===== src/sv/q2e_pkg.sv =====
// Shared types, constants and the CORDIC arctangent table for the
// quaternion-to-Euler core. No dependencies.
`timescale 1ns / 1ps
package q2e_pkg;

  localparam int CORDIC_STAGES   = 16;
  localparam int ANGLE_FRAC_BITS = 7;
  localparam int DEG_FRAC        = 20;
  localparam int TAB_LEN         = 24;
  localparam int NSTG   = (CORDIC_STAGES < TAB_LEN) ? CORDIC_STAGES : TAB_LEN;
  localparam int CW     = 38;   // CORDIC x/y width
  localparam int ZW     = 32;   // angle accumulator width, degrees * 2^20
  localparam int SQ_STG = 31;   // one root bit per stage
  localparam int SQ_W   = 62;
  localparam int RAD_W  = 61;
  localparam int ROOT_W = 31;
  localparam int CORD_LAT = NSTG + 1;

  localparam logic [15:0] POLE_THR_RESET = 16'd32735;

  typedef enum logic [1:0] {
    POLE_NONE  = 2'd0,
    POLE_NORTH = 2'd1,
    POLE_SOUTH = 2'd2
  } pole_case_t;

  typedef struct packed {
    logic signed [15:0] quat_x;
    logic signed [15:0] quat_y;
    logic signed [15:0] quat_z;
    logic signed [15:0] quat_w;
  } quat_in_t;

  typedef struct packed {
    logic [15:0] pitch_deg;
    logic [15:0] yaw_deg;
    logic [15:0] roll_deg;
    logic [1:0]  pole_case;
  } euler_out_t;

  // atan(2^-i) in degrees * 2^20
  function automatic logic signed [ZW-1:0] atan_deg(input int i);
    logic signed [ZW-1:0] t;
    case (i)
      0:  t = 32'sd47185920;
      1:  t = 32'sd27855475;
      2:  t = 32'sd14718068;
      3:  t = 32'sd7471121;
      4:  t = 32'sd3750058;
      5:  t = 32'sd1876857;
      6:  t = 32'sd938658;
      7:  t = 32'sd469357;
      8:  t = 32'sd234682;
      9:  t = 32'sd117342;
      10: t = 32'sd58671;
      11: t = 32'sd29335;
      12: t = 32'sd14668;
      13: t = 32'sd7334;
      14: t = 32'sd3667;
      15: t = 32'sd1833;
      16: t = 32'sd917;
      17: t = 32'sd458;
      18: t = 32'sd229;
      19: t = 32'sd115;
      20: t = 32'sd57;
      21: t = 32'sd29;
      22: t = 32'sd14;
      23: t = 32'sd7;
      default: t = '0;
    endcase
    return t;
  endfunction

endpackage


===== src/sv/q2e_isqrt.sv =====
// Pipelined restoring integer square root, one root bit per stage.
// Depends on q2e_pkg.
`timescale 1ns / 1ps
module q2e_isqrt (
  input  logic                       clk,
  input  logic                       rst,
  input  logic                       in_valid,
  input  logic [q2e_pkg::RAD_W-1:0]  radicand,
  output logic                       out_valid,
  output logic [q2e_pkg::ROOT_W-1:0] root
);
  import q2e_pkg::*;

  logic [SQ_W-1:0] rem_q [SQ_STG+1];
  logic [SQ_W-1:0] res_q [SQ_STG+1];
  logic            vld_q [SQ_STG+1];

  assign rem_q[0] = SQ_W'(radicand);
  assign res_q[0] = '0;
  assign vld_q[0] = in_valid;

  for (genvar k = 0; k < SQ_STG; k++) begin : g_stg
    localparam logic [SQ_W-1:0] BIT = SQ_W'(1) << (60 - 2 * k);
    logic [SQ_W-1:0] trial;
    logic            take;

    assign trial = res_q[k] + BIT;
    assign take  = rem_q[k] >= trial;

    // advance one root bit
    always_ff @(posedge clk) begin
      if (rst) begin
        vld_q[k+1] <= 1'b0;
      end else begin
        vld_q[k+1] <= vld_q[k];
      end
      rem_q[k+1] <= take ? rem_q[k] - trial : rem_q[k];
      res_q[k+1] <= take ? (res_q[k] >> 1) + BIT : res_q[k] >> 1;
    end
  end

  assign out_valid = vld_q[SQ_STG];
  assign root      = res_q[SQ_STG][ROOT_W-1:0];

endmodule


===== config.mk =====
export PLATFORM = sky130hd
export DESIGN_NAME = q2e_isqrt
export DESIGN_NICKNAME = d
export VERILOG_FILES = /design/src/sv/q2e_pkg.sv /design/src/sv/q2e_isqrt.sv
export SDC_FILE = /design/constraint.sdc
export NUM_CORES = 2
export LEC_CHECK = 0
export BUFFER_PORTS_ARGS = -buffer_cell sky130_fd_sc_hd__buf_2
export CAP_MARGIN = 10
export CORE_MARGIN = 8
export CORE_UTILIZATION = 25
export CTS_BUF_LIST = sky130_fd_sc_hd__clkbuf_8
export DETAILED_ROUTE_END_ITERATION = 6
export GPL_ROUTABILITY_DRIVEN = 1
export HOLD_SLACK_MARGIN = 0.08
export PLACE_DENSITY_LB_ADDON = 0.25
export SKIP_CTS_REPAIR_TIMING = 1
export SLEW_MARGIN = 20
export SYNTH_ARGS = -nofsm -noshare
export SYNTH_HDL_FRONTEND = slang
export SYNTH_SLANG_ARGS = --single-unit

===== constraint.sdc =====
create_clock -name clk -period 8.16 [get_ports clk]
set_input_delay 1.224 -clock clk [delete_from_list [all_inputs] [get_ports clk]]
set_output_delay 1.224 -clock clk [all_outputs]
set_load 0.005 [all_outputs]

# Word-level counts from Yosys, hierarchy flattened
# Index checks and enable logic that the tools add are counted.
# Widths: inputs -> output; s select.
# classes
order_cmp,31
addsub,90
mux,61
# ops
op,count
$mux 61,31
$ge 62x62->1,30
$mux 62,29
$sub 62x62->62,29
$add 61x11->62 const B,1
$add 61x13->62 const B,1
$add 61x15->62 const B,1
$add 61x17->62 const B,1
$add 61x19->62 const B,1
$add 61x21->62 const B,1
$add 61x23->62 const B,1
$add 61x25->62 const B,1
$add 61x27->62 const B,1
$add 61x29->62 const B,1
$add 61x3->62 const B,1
$add 61x31->62 const B,1
$add 61x33->62 const B,1
$add 61x35->62 const B,1
$add 61x37->62 const B,1
$add 61x39->62 const B,1
$add 61x41->62 const B,1
$add 61x43->62 const B,1
$add 61x45->62 const B,1
$add 61x47->62 const B,1
other kinds (43),43
# totals
ff_bits,3781
out_inout_bits,32
word_cells,304
input_bits,64

# Logic depth before layout (Yosys ltp)
# depth
ltp_word,3
depth_mapped,15
mapped_depth_nobuf,12

# Least setup slack after synthesis
# Ideal clock, no wire load.
# synth_path
kind,reg-to-reg
start,register res_q[722] in the netlist's numbering
end,register rem_q[646] in the netlist's numbering
path_stages_with_launch,12
setup_time_ps,132
slack_ps,5128
t_arrival_ps,2900
period_less_slack_ps,3032
path_cell_list,dfxtp_1 inv_1 ha_1 clkbuf_1 nand4_1 or4_1 a311o_1 nand3_1 clkbuf_1 clkbuf_1 buf_1 a21oi_1
# synth_between
elab_chain_len,3
# synth_rtl
item,line,text
"start, declared",q2e_isqrt.sv:15,logic [SQ_W-1:0] res_q [SQ_STG+1];
"start signal, assigned by index",q2e_isqrt.sv:38,res_q[k+1] <= take ? (res_q[k] >> 1) + BIT : res_q[k] >> 1;
$add 62x21->62,q2e_isqrt.sv:27,assign trial = res_q[k] + BIT;
$ge 62x62->1,q2e_isqrt.sv:28,assign take = rem_q[k] >= trial;
via g_stg[20].take,q2e_isqrt.sv:25,logic take;
$mux 62,q2e_isqrt.sv:37,rem_q[k+1] <= take ? rem_q[k] - trial : rem_q[k];
"end signal, assigned by index",q2e_isqrt.sv:37,
"end, declared",q2e_isqrt.sv:14,logic [SQ_W-1:0] rem_q [SQ_STG+1];
# The timed path passes the listed nets, and every way through them passes these cells.
# A chain may end at the register's enable or synchronous reset.

# Worst setup path after layout
# layout_path
start,register rem_q[171] in the netlist's numbering
end,register rem_q[122] in the netlist's numbering
# layout_between
elab_chain_len,2
elab_cells_between_ends,3
classes_between,add/sub: 1; order compare: 1; mux: 1
# layout_rtl
item,line
$sub 62x62->62 / $ge 62x62->1 (equally long branches),"q2e_isqrt.sv:37, q2e_isqrt.sv:28"
$mux 62 (*),q2e_isqrt.sv:37
# Mark *: on every way between the ends. The rest lies on a longest branch, timed or not.

==> impl_results.md <==
- H-tree depth: 5
- MaxCap Viol Count: 0
- Area of the multi-input gates: a little under 0.04 mm^2
- Total track usage: between 10% and 20%
- Sequential Area: 0.0478 mm^2
- Final GP Congestion: between 0.8 and 0.9
- Ranking of synthesized cells by area: dfxtp_1, ha_1, xnor2_1, xor2_1, a21oi_1
- R2R depth: 10
- Status: finished clean
- Crit-path slowest cell: or4_1
- Syn Inst Count: about 9000
- Maximum clock rate: between 0.2 and 0.25 GHz
- Synth Flop Type: dfxtp_1
- Die area: 0.382 mm^2
- PD cells: around 340 mW/mm^2
- Largest net degree at the start of global routing: 59
- FF-to-FF Start: rem_q[171]
- Initial Utilization: 25.1%
- Routed via count: approximately 65000
- R2r endpoint: rem_q[122]
- Setup Skew: about 0.11 ns
- Seq cells post-synth: around 2400
- Synth unique cells: 102
- Die H: a little over 600 um
- Pleak: roughly 47 nW
- Placement Setup Slack: 3.34 ns
- FFs w/ async S/R, synth: 0%
- Clk_lat worst skew: roughly 1.1 ns
- Antenna-violating nets left: 0
- Post-route DRC: 0
- Synth area leader: dfxtp_1
- Initial DRC count: approximately 2900
- Hold EP: rem_q[1887]
- Sequential fraction of the synthesis area: a little over half
- Area growth, synth to finish: 16.1%
- Maximum vdd drop: roughly 0.26 mV
- First-pass GRT wire length: around 380000 um
- Worst path arrival time: 5.41 ns
- DP HPWL: approximately 200000 um
- Layout cell share with drive strength beyond 1: about a tenth
- Top cell type's share of synthesized area: between 50% and 60%
- Placed inst area: around 0.097 mm^2
- Post-route setup slack: 3.62 ns
- Synthesized area: 0.0906 mm^2
- Maximum fanout along the worst path: 55
- Final hold vios: 0
- CTS Buffer Depth: 4
- CP Data Required Time: ~9.0 ns
- Min-Delay Path Depth: 1
- Yosys warns: 0
- Number of flops mapped to enable cells by yosys: 0
- CP max stage delay: slightly above 0.8 ns
- Clk slew on worst S/H paths: ~0.07 ns
- Core Area: 0.361 mm^2
- Total congestion overflow: 0
- Reg2reg setup slack: 3.62 ns
- Final instance area: 0.105 mm^2
- Unrepaired setup endpoints after global routing: no
- CTS tree: built
- CTS buffer count: about 400
- IO Count: 96
- Tot Pwr: approximately 36 mW
- Row count: 221
- Worst hold path class: input port to flop
- Initial antenna violation count: 4
- Slew HR: about a quarter
- Clock Sink Count: 2387
- Layout Nets: around 10000
- Setup CP Type: flop to flop
- Final wirelength: 248000 um
- DIE WIDTH: 618 um
- Fin crit share: between 50 and 60%
- CP Cell Sequence: or4_1 -> nor4b_2 -> nor4bb_1 -> nand4_1 -> nand4bb_1 -> o21bai_4 -> buf_4 -> nand3_1 -> nor4_1 -> xor2_1
- TNS Setup: 0 ns
- Hold_sp: radicand[27]
- Syn Area/Cell: about 10 um^2
- CP Capture Type: flop
- First drt pass iteration count: 5
- Fin crit period: 4.54 ns
- Vias per cell: 4.47
- Final Setup Violations: 0
- Setup crit start kind: flop
- IO Port Bufs: 95
- Worst-margin pin slew: ~1.1 ns
- CTS root buffer: clkbuf_8
- Vias in the first global route: between 60000 and 70000
- Filler cells: about 37000
- Slew Limit Fails: 0
- Routed length per instance: between 15 and 20 um
## metrics by stage
stage / utilization [%] / cells / hold slack, ns
global route: 29.1 / 14500 / 0.0926
floorplan: - / 9029 / 0.322
global placement: 26.7 / 13800 / 0.332
finish: 29.1 / 14500 / 0.223
CTS: 29.1 / 14500 / 0.0643
detailed placement: 26.8 / 13800 / 0.331
## logic make-up after synthesis
logic type / count (synthesis) / share of synthesized area, %
and+or+nand+nor: 2692 / 15.6
DFF: 2387 / 52.8
AOI/OAI and AO/OA: 1653 / 11.5
xor gates and xnor gates: 834 / 8.06
buffers and inverters: 832 / 3.54
adders and majority gates: 523 / 7.22
muxes: 106 / 1.31
other: 1 / 0.00414
## synth_stat cells, types with 16 or more instances
cell and n:
nor3b_1 20, nand3b_1 38, nor4_1 302, nor4b_1 57, and4_1 18, or2_2 30, xor2_1 375, nand4_1 172
o21bai_1 40, and3_1 50, a2111oi_0 22, nand4b_1 27, clkbuf_1 145, mux2_2 97, nor2_1 624, o211ai_1 46
buf_1 17, a21oi_1 551, or4_1 72, a21boi_0 22, nand2b_1 100, o31a_1 16, o21ai_0 352, xnor2_1 459
o21a_1 104, nand2_1 511, nor2b_1 104, nand3_1 159, o31ai_1 29, a21o_1 195, or3_1 96, dfxtp_1 2387
buf_2 25, a211oi_1 49, nor3_1 223, inv_1 631, a31oi_1 54, ha_1 523, and2_1 35
## sequential cells by signal, summed over array words and instances (netlist names)
signal / count
out_valid: 1
res_q: 465
root: 31
rem_q: 1860
vld_q: 30
## layout make-up
class	instances	share of cell area (%)
Multi-Input combinational cell	5810	37.8
Timing Repair Buffer	138	0.759
Clock buffer	501	6.56
Tap cell	4794	5.70
Antenna cell	8	0.0190
Inverter	636	2.27
Sequential cell	2387	45.4
Clock inverter	210	1.44
## how the worst max path moves through the flow
stage	start	to	cells after the start	slack, ns
3_5_place_dp	rem_q[170]	rem_q[122]	10	3.34
4_1_cts	rem_q[170]	rem_q[122]	10	3.31
5_1_grt	rem_q[170]	rem_q[105]	11	3.30
6_report	rem_q[171]	rem_q[122]	10	3.62
2_1_floorplan	res_q[722]	rem_q[646]	11	5.13
3_3_place_gp	rem_q[170]	rem_q[110]	10	2.88
## cell usage in the layout, fill, tap and decap left out, types with 16 or more instances in the layout
cell type and n:
nor3b_1 20, o21bai_1 39, dfxtp_1 2387, clkinv_2 57, nor2b_1 104, nand2_1 511, clkbuf_8 501, o21a_1 104
nand4b_1 27, buf_4 43, o31a_1 16, nor3_1 223, or3_1 96, a211oi_1 49, or4_1 72, and4_1 18
ha_1 523, o211ai_1 46, xnor2_1 459, and3_1 50, nand3b_1 38, a21o_1 195, and2_1 35, nand4_1 172
a31oi_1 53, buf_2 95, nand2b_1 100, mux2_2 97, xor2_1 375, a21oi_1 551, o31ai_1 27, nor4_1 294
or2_2 30, inv_1 741, nor4b_1 54, o21ai_0 352, a21boi_0 22, nand3_1 159, nor2_1 623, a2111oi_0 21
## power breakdown
part | total (mW) | switching [mW] | leakage (nW) | internal (mW)
Combinational | 8.28 | 4.65 | 22.0 | 3.63
Clock | 10.9 | 4.84 | 4.76 | 6.03
Sequential | 16.4 | 2.26 | 20.0 | 14.2
Total | 35.6 | 11.8 | 46.7 | 23.9
## critical path, delay by kind of cell, from the launching register on
family,cells,cell delay (ns)
AOI/OAI and AO/OA,1,0.16
xor gates and xnor gates,1,0.21
buffers and inverters,1,0.50
DFF,1,0.35
and+or+nand+nor,7,3.18
## metal layers
layer  vias up  track usage [%]  routed length (um)
met1     30600             12.1               92100
li1      32300                -                   -
met4         2             7.18               14800
met5         -                0                  13
met2      1238             24.9              133000
met3       649             1.84                8240
(Power assumes the default switching activity.)
